### src/hdl/cls_pkg.sv
// shared constants and types for the circular list key store
package cls_pkg;

	// node store geometry
	localparam int CAPACITY = 32;
	localparam int PTR_W    = $clog2(CAPACITY);
	localparam int CNT_W    = 6;
	localparam int KEY_W    = 32;

	// operation codes of an input beat
	typedef enum logic [1:0] {
		OP_INS_FRONT = 2'd0,
		OP_INS_END   = 2'd1,
		OP_DELETE    = 2'd2,
		OP_DUMP      = 2'd3
	} op_t;

	// status codes of a result beat
	typedef enum logic [1:0] {
		STS_OK      = 2'd0,
		STS_FULL    = 2'd1,
		STS_EMPTY   = 2'd2,
		STS_MISSING = 2'd3
	} status_t;

	// sequencer states
	typedef enum logic [2:0] {
		S_IDLE,
		S_INS_RD,
		S_INS_WR,
		S_DEL_NEXT,
		S_DEL_CHK,
		S_DMP_NEXT,
		S_DMP_EMIT,
		S_RESP
	} state_t;

endpackage

### src/hdl/cls_ram.sv
// generic single-write, single-read ram with registered read data
module cls_ram #(
	parameter int WIDTH = 32,
	parameter int DEPTH = 32
) (
	input  logic                     clk,
	input  logic                     wr_en,
	input  logic [$clog2(DEPTH)-1:0] wr_addr,
	input  logic [WIDTH-1:0]         wr_data,
	input  logic [$clog2(DEPTH)-1:0] rd_addr,
	output logic [WIDTH-1:0]         rd_data
);

	logic [WIDTH-1:0] mem_q [DEPTH];
	logic [WIDTH-1:0] rd_data_q;

	// write port
	always_ff @(posedge clk) begin
		if (wr_en) begin
			mem_q[wr_addr] <= wr_data;
		end
	end

	// registered read port
	always_ff @(posedge clk) begin
		rd_data_q <= mem_q[rd_addr];
	end

	assign rd_data = rd_data_q;

endmodule

### src/hdl/circular_list_key_store.sv
// circular list key store: node memories, free map and list sequencer
//
// Input channel (in_valid/in_ready) takes one beat of operation and key:
// insert at front, insert at end, delete first matching key, or dump list.
// Output channel (out_valid/out_ready) gives result beats of status,
// key_out, last_of_run and entry_count; every operation ends with a beat
// that has last_of_run set, a dump gives one beat per node front to back.
// One item is worked on at a time. A delete or a dump walks the linked
// nodes front to back, reading one node per cycle (a dump only while
// the receiver takes its beats) from the key and next-link memories,
// whose read data is registered.
// A new item is taken once the previous one has handed its final beat to
// the output register, so it may arrive while that beat still waits.
// When the receiver stalls, the output register holds its beat and the
// walk pauses on the current node.
// Reset empties the list at once (all nodes free, count zero); the node
// memories are not cleared, since only written nodes are ever visited.
module circular_list_key_store (
	input  logic                     clk,
	input  logic                     arst_n,
	input  logic                     in_valid,
	output logic                     in_ready,
	input  logic [1:0]               operation,
	input  logic signed [31:0]       key,
	output logic                     out_valid,
	input  logic                     out_ready,
	output logic [1:0]               status,
	output logic signed [31:0]       key_out,
	output logic                     last_of_run,
	output logic [5:0]               entry_count
);

	localparam int CAP   = cls_pkg::CAPACITY;
	localparam int PTR_W = cls_pkg::PTR_W;
	localparam int CNT_W = cls_pkg::CNT_W;
	localparam int KEY_W = cls_pkg::KEY_W;

	cls_pkg::state_t  state_q, state_d;
	cls_pkg::status_t res_status_q, res_status_d;
	cls_pkg::op_t     op_in;

	logic [KEY_W-1:0] key_q, key_d;
	logic [PTR_W-1:0] slot_q, slot_d;
	logic [PTR_W-1:0] prev_q, prev_d;
	logic [PTR_W-1:0] pres_q, pres_d;
	logic [PTR_W-1:0] last_q, last_d;
	logic [CNT_W-1:0] cnt_q, cnt_d;
	logic [CNT_W-1:0] size_q, size_d;
	logic [CAP-1:0]   free_q, free_d;
	logic             at_end_q, at_end_d;

	logic [PTR_W-1:0] free_slot;
	logic [PTR_W-1:0] rd_addr;
	logic [KEY_W-1:0] key_rd;
	logic [PTR_W-1:0] next_rd;
	logic             key_we;
	logic [PTR_W-1:0] key_waddr;
	logic             next_we;
	logic [PTR_W-1:0] next_waddr;
	logic [PTR_W-1:0] next_wdata;

	logic             out_free;
	logic             push;
	cls_pkg::status_t push_status;
	logic [KEY_W-1:0] push_key;
	logic             push_last;

	logic             out_valid_q;
	cls_pkg::status_t status_q;
	logic [KEY_W-1:0] key_out_q;
	logic             last_of_run_q;
	logic [CNT_W-1:0] entry_count_q;

	// node memories
	cls_ram #(.WIDTH(KEY_W), .DEPTH(CAP)) u_key_mem (
		.clk     (clk),
		.wr_en   (key_we),
		.wr_addr (key_waddr),
		.wr_data (key_d),
		.rd_addr (rd_addr),
		.rd_data (key_rd)
	);

	cls_ram #(.WIDTH(PTR_W), .DEPTH(CAP)) u_next_mem (
		.clk     (clk),
		.wr_en   (next_we),
		.wr_addr (next_waddr),
		.wr_data (next_wdata),
		.rd_addr (rd_addr),
		.rd_data (next_rd)
	);

	// lowest free node
	always_comb begin
		free_slot = '0;
		for (int i = CAP - 1; i >= 0; i--) begin
			if (free_q[i]) begin
				free_slot = PTR_W'(i);
			end
		end
	end

	assign op_in    = cls_pkg::op_t'(operation);
	assign in_ready = (state_q == cls_pkg::S_IDLE);
	assign out_free = !out_valid_q || out_ready;

	// sequencer: next state, memory accesses and result beats
	always_comb begin
		state_d      = state_q;
		res_status_d = res_status_q;
		key_d        = key_q;
		slot_d       = slot_q;
		prev_d       = prev_q;
		pres_d       = pres_q;
		last_d       = last_q;
		cnt_d        = cnt_q;
		size_d       = size_q;
		free_d       = free_q;
		at_end_d     = at_end_q;
		rd_addr      = pres_q;
		key_we       = 1'b0;
		key_waddr    = free_slot;
		next_we      = 1'b0;
		next_waddr   = slot_q;
		next_wdata   = next_rd;
		push         = 1'b0;
		push_status  = res_status_q;
		push_key     = '0;
		push_last    = 1'b1;

		unique case (state_q)
			cls_pkg::S_IDLE: begin
				if (in_valid) begin
					key_d    = key;
					at_end_d = (op_in == cls_pkg::OP_INS_END);
					unique case (op_in)
						cls_pkg::OP_INS_FRONT, cls_pkg::OP_INS_END: begin
							if (size_q == CNT_W'(CAP)) begin
								res_status_d = cls_pkg::STS_FULL;
								state_d      = cls_pkg::S_RESP;
							end else begin
								// key goes straight into the new node
								key_we    = 1'b1;
								key_waddr = free_slot;
								slot_d    = free_slot;
								if (size_q == '0) begin
									next_we      = 1'b1;
									next_waddr   = free_slot;
									next_wdata   = free_slot;
									last_d       = free_slot;
									free_d       = free_q & ~(CAP'(1) << free_slot);
									size_d       = size_q + CNT_W'(1);
									res_status_d = cls_pkg::STS_OK;
									state_d      = cls_pkg::S_RESP;
								end else begin
									rd_addr = last_q;
									state_d = cls_pkg::S_INS_RD;
								end
							end
						end
						cls_pkg::OP_DELETE, cls_pkg::OP_DUMP: begin
							if (size_q == '0) begin
								res_status_d = cls_pkg::STS_EMPTY;
								state_d      = cls_pkg::S_RESP;
							end else begin
								rd_addr = last_q;
								prev_d  = last_q;
								cnt_d   = '0;
								state_d = (op_in == cls_pkg::OP_DELETE) ?
									cls_pkg::S_DEL_NEXT : cls_pkg::S_DMP_NEXT;
							end
						end
						default: ;
					endcase
				end
			end
			cls_pkg::S_INS_RD: begin
				// new node points at the old first node
				next_we    = 1'b1;
				next_waddr = slot_q;
				next_wdata = next_rd;
				state_d    = cls_pkg::S_INS_WR;
			end
			cls_pkg::S_INS_WR: begin
				// old last node points at the new node
				next_we      = 1'b1;
				next_waddr   = last_q;
				next_wdata   = slot_q;
				if (at_end_q) begin
					last_d = slot_q;
				end
				free_d       = free_q & ~(CAP'(1) << slot_q);
				size_d       = size_q + CNT_W'(1);
				res_status_d = cls_pkg::STS_OK;
				state_d      = cls_pkg::S_RESP;
			end
			cls_pkg::S_DEL_NEXT: begin
				pres_d  = next_rd;
				rd_addr = next_rd;
				state_d = cls_pkg::S_DEL_CHK;
			end
			cls_pkg::S_DEL_CHK: begin
				if (key_rd == key_q) begin
					// unlink the matching node
					if (size_q == CNT_W'(1)) begin
						last_d = '0;
					end else begin
						next_we    = 1'b1;
						next_waddr = prev_q;
						next_wdata = next_rd;
						if (pres_q == last_q) begin
							last_d = prev_q;
						end
					end
					free_d       = free_q | (CAP'(1) << pres_q);
					size_d       = size_q - CNT_W'(1);
					res_status_d = cls_pkg::STS_OK;
					state_d      = cls_pkg::S_RESP;
				end else if (cnt_q + CNT_W'(1) == size_q) begin
					res_status_d = cls_pkg::STS_MISSING;
					state_d      = cls_pkg::S_RESP;
				end else begin
					prev_d  = pres_q;
					pres_d  = next_rd;
					rd_addr = next_rd;
					cnt_d   = cnt_q + CNT_W'(1);
				end
			end
			cls_pkg::S_DMP_NEXT: begin
				pres_d  = next_rd;
				rd_addr = next_rd;
				cnt_d   = '0;
				state_d = cls_pkg::S_DMP_EMIT;
			end
			cls_pkg::S_DMP_EMIT: begin
				// one beat per node, walk holds while the output is full
				if (out_free) begin
					push        = 1'b1;
					push_status = cls_pkg::STS_OK;
					push_key    = key_rd;
					push_last   = (cnt_q + CNT_W'(1) == size_q);
					if (push_last) begin
						state_d = cls_pkg::S_IDLE;
					end else begin
						cnt_d   = cnt_q + CNT_W'(1);
						pres_d  = next_rd;
						rd_addr = next_rd;
					end
				end
			end
			cls_pkg::S_RESP: begin
				if (out_free) begin
					push        = 1'b1;
					push_status = res_status_q;
					push_key    = '0;
					push_last   = 1'b1;
					state_d     = cls_pkg::S_IDLE;
				end
			end
			default: state_d = cls_pkg::S_IDLE;
		endcase
	end

	// control state
	always_ff @(posedge clk or negedge arst_n) begin
		if (!arst_n) begin
			state_q <= cls_pkg::S_IDLE;
			last_q  <= '0;
			size_q  <= '0;
			free_q  <= '1;
			cnt_q   <= '0;
		end else begin
			state_q <= state_d;
			last_q  <= last_d;
			size_q  <= size_d;
			free_q  <= free_d;
			cnt_q   <= cnt_d;
		end
	end

	// working registers of the current item
	always_ff @(posedge clk) begin
		res_status_q <= res_status_d;
		key_q        <= key_d;
		slot_q       <= slot_d;
		prev_q       <= prev_d;
		pres_q       <= pres_d;
		at_end_q     <= at_end_d;
	end

	// output register
	always_ff @(posedge clk or negedge arst_n) begin
		if (!arst_n) begin
			out_valid_q <= 1'b0;
		end else if (push) begin
			out_valid_q <= 1'b1;
		end else if (out_ready) begin
			out_valid_q <= 1'b0;
		end
	end

	always_ff @(posedge clk) begin
		if (push) begin
			status_q      <= push_status;
			key_out_q     <= push_key;
			last_of_run_q <= push_last;
			entry_count_q <= size_d;
		end
	end

	assign out_valid   = out_valid_q;
	assign status      = status_q;
	assign key_out     = key_out_q;
	assign last_of_run = last_of_run_q;
	assign entry_count = entry_count_q;

	// free map and count agree
	a_size_free: assert property (@(posedge clk) disable iff (!arst_n)
		32'(size_q) + 32'($countones(free_q)) == 32'(CAP))
		else $error("list size and free map disagree");

	// last node of a non-empty list is in use
	a_last_used: assert property (@(posedge clk) disable iff (!arst_n)
		(size_q != '0) |-> !free_q[last_q])
		else $error("last node marked free");

	// delete and dump walks never run past the list
	a_walk_bound: assert property (@(posedge clk) disable iff (!arst_n)
		(state_q == cls_pkg::S_DEL_CHK || state_q == cls_pkg::S_DMP_EMIT)
		|-> cnt_q < size_q)
		else $error("walk beyond list length");

	// error results are always single beats
	a_err_single: assert property (@(posedge clk) disable iff (!arst_n)
		(out_valid_q && status_q != cls_pkg::STS_OK) |-> last_of_run_q)
		else $error("error result not marked last");

	// a new beat is only loaded into a free output register
	a_no_overwrite: assert property (@(posedge clk) disable iff (!arst_n)
		push |-> (!out_valid_q || out_ready))
		else $error("result beat overwritten");

endmodule

### config.mk
export PLATFORM = sky130hd
export DESIGN_NAME = circular_list_key_store
export DESIGN_NICKNAME = d
export VERILOG_FILES = /design/src/hdl/cls_pkg.sv /design/src/hdl/cls_ram.sv /design/src/hdl/circular_list_key_store.sv
export SDC_FILE = /design/constraint.sdc
export NUM_CORES = 2
export LEC_CHECK = 0
export BUFFER_PORTS_ARGS = -buffer_cell sky130_fd_sc_hd__buf_2
export CAP_MARGIN = 20
export CORE_ASPECT_RATIO = 1.2
export CORE_UTILIZATION = 45
export CTS_BUF_LIST = sky130_fd_sc_hd__clkbuf_4 sky130_fd_sc_hd__clkbuf_8
export DETAILED_ROUTE_END_ITERATION = 7
export PLACE_DENSITY = 0.6
export SLEW_MARGIN = 20
export SYNTH_ARGS = -nofsm -noshare
export SYNTH_HDL_FRONTEND = slang
export SYNTH_SLANG_ARGS = --single-unit
### constraint.sdc
create_clock -name clk -period 4.91 [get_ports clk]
set_input_delay 0.491 -clock clk [delete_from_list [all_inputs] [get_ports clk]]
set_output_delay 0.491 -clock clk [all_outputs]
set_load 0.02 [all_outputs]
* Yosys cells after proc, flatten, opt, wreduce, memory -nomap -nowiden
Memory sizes are Yosys's and may differ from the RTL's. A register that Yosys moved wholly into a read port is not among the register bits. Cells that the tools add are included.
Storage, ports and cells: flip-flop bits (word level) 144, memory bits (writable) 1184, input bits 38, output and inout bits 43, word-level logic and storage cells 216, memories 2
Memory list:
- u_key_mem.mem_q | depth 32, width 32, rd ports 1, clocked after Yosys merged registers in 1, write ports 1, line cls_ram.sv:14 | logic [WIDTH-1:0] mem_q [DEPTH];
- u_next_mem.mem_q | depth 32, width 5, rd ports 1, clocked after Yosys merged registers in 1, write ports 1, line cls_ram.sv:14
Operators by class: $add $sub $neg 3, eq/ne operators 32, shift-type cells 3, multiplexer cells 130, bitwise logic cells 6, reduce and logical (&&, ||, !) cells 24
Operators with widths (count):
- two-way mux 5 bit | 61
- two-way mux 32 bit | 7
- case mux 32 bit (3 select lines) | 1
- left shift 1 x 5 -> 32 bit (first input constant) | 3
- two-way mux 6 bit | 11
- AND 32 bit | 2
- NOT 32 bit | 2
- case mux 5 bit (3 select lines) | 3
- == test 32 bit | 1
- bitwise OR 32 bit | 1
- two-way mux 3 bit | 10
- case mux 5 bit (2 select lines) | 3
- case mux 3 bit (8 select lines) | 1
- case mux 6 bit (4 select lines) | 1
- != test 2 bit (second input constant) | 10
- case mux 5 bit (4 select lines) | 1
- two-way mux 1 bit | 18
- case mux 6 bit (3 select lines) | 1
- AND reduction 6 bit | 3
- two-way mux 2 bit | 8
- adder 6 x 1 -> 6 bit (second input constant) | 2
- == test 3 bit (second input constant) | 4
- AND reduction 5 bit | 2
- OR reduction 2 bit | 5
- 28 further kinds | 37

* Depth between registers and ports, before layout
depth in word-level cells 40, mapped depth 18, mapped depth without buffers 13

* Modules after synthesis
From an unflattened synthesis, not the netlist that was laid out.
Unflattened totals: cell total of the unflattened synthesis 3419, area total of the unflattened synthesis 54935.2 µm²
Modules (own cells, without submodules):
- cls_ram (u_key_mem) | times used 1, cells an instance 2260, area an instance 40492.6 µm²
- circular_list_key_store | times used 1, cells an instance 882, area an instance 8097.8 µm²
- cls_ram (u_next_mem) | times used 1, cells an instance 277, area an instance 6344.8 µm²

* Worst setup path after synthesis
Ideal clock, no wire load.
kind reg2reg, from register free_q[30], to memory u_key_mem.mem_q[10][0] (enable), setup time 421 ps, arrival time 3544 ps, path slack 945 ps, cell stages (with the launch flop) 12, path buffers 2, clock period less this slack 3965 ps, path through dfstp_2 > nor2_1 > o31ai_1 > a211oi_1 > o31ai_1 > a211oi_1 > o31ai_1 > a31oi_1 > or2_2 > clkbuf_1 > clkbuf_1 > nor2_1
On the way: longest elaborated chain between the ends 31
RTL lines:
- start, declared | line circular_list_key_store.sv:49 | logic [CAP-1:0] free_q, free_d;
- start signal, assigned | line circular_list_key_store.sv:276 | free_q <= free_d;
- two-way mux 5 bit (31 in series) | line circular_list_key_store.sv:97 | if (free_q[i]) begin
- end, declared | line cls_ram.sv:14
No other way between the ends.

* Final worst setup path
from register u_key_mem.rd_data_q[27] (netlist: u_key_mem.rd_data[27]), read port of u_key_mem.mem_q, to register u_key_mem.rd_data_q[11] (netlist: u_key_mem.rd_data[11]), read port of u_key_mem.mem_q
On the way: longest elaborated chain between the ends 3
RTL lines:
- start, declared | line cls_ram.sv:15 | logic [WIDTH-1:0] rd_data_q;
- == test 32 bit | line circular_list_key_store.sv:203 | if (key_rd == key_q) begin
- two-way mux 5 bit
- case mux 5 bit (4 select lines) | line circular_list_key_store.sv:131 | unique case (state_q)
No other way between the ends. A chain may end at the register's enable or synchronous reset.

==> impl_metrics.json <==
{
  "numPlacedInstances": 5668,
  "postCtsSetupBuffers": 0,
  "die_area_mm2": 0.124,
  "r2r_start": "u_key_mem.rd_data[27]",
  "drt_pass1_iterations": 6,
  "areaGrowthSynthToFinish_pct": 15.6,
  "drv_cap": 0,
  "die_y_um": 386,
  "status": "completed",
  "gp_congestion": 0.938,
  "dp_hpwl_um": 93200,
  "utilization_pct": 52.5,
  "synthArstFlopShare_pct": 3.88,
  "hp-class": "input port to async pin",
  "ant_nets": 0,
  "ctsLongestPathBuffers": 3,
  "grt_pass1_vias": 33800,
  "final_common_cell": "edfxtp_1",
  "path_class": "register to register",
  "clk_latency_ns": 0.95,
  "final_nets": 4289,
  "coreArea_mm2": 0.122,
  "clk_pin_slew_ns": 0.06,
  "via_per_inst": 5.80,
  "fmax_mhz": 217,
  "wl_per_cell_um": 26.1,
  "skew_ns": 0.0611,
  "ys_seq_elements": 1365,
  "pin_count": 81,
  "htree_num_levels": 4,
  "cp-end-kind": "register",
  "synth_edf_count": 1243,
  "fin_tns_setup_ns": 0,
  "cts_resized": 0,
  "r2r_slack_ns": 0.30,
  "drive_gt1_share_pct": 22.5,
  "grt_overflow_total": 0,
  "row_count": 140,
  "antenna_found_initial": 2,
  "dieWidth_um": 322,
  "hold_viol_final": 0,
  "worstMarginPinSlew_ns": 1.06,
  "cts_tree": "yes",
  "start_kind": "register",
  "timing.rr.end": "u_key_mem.rd_data[11]",
  "cp-startpoint": "u_key_mem.rd_data[27]",
  "fin_ws_ns": 0.301,
  "synthFlopType": "edfxtp_1",
  "netlist_instances": 3937,
  "yosys_warnings": 0,
  "seq_area_frac_synth_pct": 72.4,
  "cp_data_required_time_ns": 5.75,
  "pre_cts_slack_ns": 0.330,
  "slew_viol_final": 0,
  "cp-endpoint": "u_key_mem.rd_data[11]",
  "synth_area_mm2": 0.0553,
  "final_cells": 6052,
  "root_buffer": "clkbuf_8",
  "first_iter_violations": 3531,
  "slew_headroom_pct": 29.0,
  "setup_violations": 0,
  "synth_fp_nets": 3979,
  "arrival_ns": 5.45,
  "port_buffers": 80,
  "cts_made_buffers": 204,
  "rsz0062_at_grt": "no",
  "yosysUniqueCellTypes": 86,
  "nFillCells": 10100,
  "cts.sinks": 1365,
  "syn_area_per_cell_um2": 14.1,
  "path_max_fanout": 27,
  "start_util_pct": 45.5,
  "finalWirelength_um": 158000,
  "ff2ff_path_depth": 14,
  "final_cell_mix": "edfxtp_1, nand2_1, nand3_1",
  "min_period_over_period_pct": 93.9,
  "grt_pass1_wl_um": 229000,
  "grt_max_degree": 60,
  "period_needed_ns": 4.61,
  "drc_errors": 0,
  "track_usage_pct": 25.4,
  "via_count": 35100
}
registers in the layout, indices dropped and copies added (netlist names):
register / flops
last_of_run: 1
key_q: 32
u_key_mem.mem_q: 1024
key_out: 32
out_valid: 1
pres_q: 5
u_key_mem.rd_data: 32
state_q: 3
status: 2
prev_q: 5
u_next_mem.rd_data: 5
res_status_q: 2
at_end_q: 1
last_q: 5
slot_q: 5
size_q: 6
u_next_mem.mem_q: 160
entry_count: 6
cnt_q: 6
free_q: 32
repair_timing:
item,CTS,global route
endpoints found under the setup margin,0,0
endpoints found under the hold margin,29,0
hold buffers,6,0
cells by family (layout without fill, tap and decap cells):
group | count (synthesis) | in the layout | share of synthesized area (%)
adders and majority gates | 4 | 4 | 0.0904
and+or+nand+nor | 1415 | 1415 | 11.8
muxes | 305 | 305 | 5.94
AOI/OAI and AO/OA | 554 | 554 | 6.80
buffers and inverters | 247 | 727 | 2.19
xor gates and xnor gates | 47 | 47 | 0.744
other | 0 | 2 | 0
DFF | 1365 | 1365 | 72.4
worst min-delay path by stage:
stage	slack [ns]	cells after the start	endpoint
after global routing	0.15	2	last_q[2]
after CTS	0.06	2	last_q[2]
final	0.11	2	last_q[2]
after floorplan	0.20	0	cnt_q[0]
after detailed placement	0.50	1	cnt_q[5]
after global placement	0.49	1	last_q[2]
through the flow:
stage          instance area, um^2  hold WS [ns]
3_3_place_gp                 59700         0.491
6_report                     64000         0.110
4_1_cts                      64000        0.0621
5_1_grt                      64000         0.148
3_5_place_dp                 59700         0.497
2_1_floorplan                55300         0.195
metal layers:
layer	GRT usage [%]	part of all wire [%]	vias up	wire, um
met3	3.98	6.7	292	10500
met5	0.507	0.053	-	84
met1	33.5	41	17900	64600
li1	-	-	15500	-
met4	10.2	3.7	2	5820
met2	41.9	49	1411	77100
cell usage after synthesis, types with 10 or more instances:
library cell | instances | area, um^2
o21ai_0 | 44 | 220
edfxtp_1 | 1243 | 37300
a22o_1 | 14 | 123
nor3_1 | 29 | 145
buf_2 | 112 | 561
dfstp_2 | 32 | 841
and2_1 | 41 | 257
nor4_2 | 36 | 450
or4_1 | 41 | 308
dfxtp_1 | 69 | 1380
dfrtp_1 | 21 | 526
inv_1 | 17 | 63.8
a21oi_1 | 219 | 1100
o22ai_1 | 87 | 544
nor4_1 | 10 | 62.6
buf_6 | 15 | 169
nand3_1 | 319 | 1600
mux2i_1 | 116 | 1160
nor2_1 | 107 | 402
mux2_2 | 183 | 2060
clkbuf_1 | 82 | 308
nand2_1 | 772 | 2900
a31oi_1 | 12 | 75.1
buf_1 | 11 | 41.3
xnor2_1 | 41 | 359
a221o_1 | 38 | 380
o221ai_1 | 34 | 298
and3_1 | 12 | 75.1
a32o_1 | 39 | 390
critical path: stages (launching register included):
cell and delay [ns]:
dfxtp_1 0.38, xnor2_1 0.52, nand4_1 0.23, nor4_1 0.51, buf_4 0.24, a32o_1 0.26
o31ai_4 0.11, a2111oi_4 0.69, buf_12 0.30, buf_12 0.18, nand2_1 0.06, nand3_1 0.07
a21oi_1 0.07, or4_1 0.61, nor4_2 0.26
cell type report:
class	instances	area (um^2)	area share (%)
clock inverters	62	462	0.722
inverters	18	67.6	0.106
well taps	1633	2040	3.19
multi-input cells	2325	14400	22.6
clock buffers	314	3710	5.80
repair buffers	333	3180	4.97
flip-flops and latches	1365	40100	62.6
diodes	2	5.00	0.00782
Power is left out: the tool's default activity adds up to more than one toggle a clock period on the data nets, which glitch-free logic cannot reach.
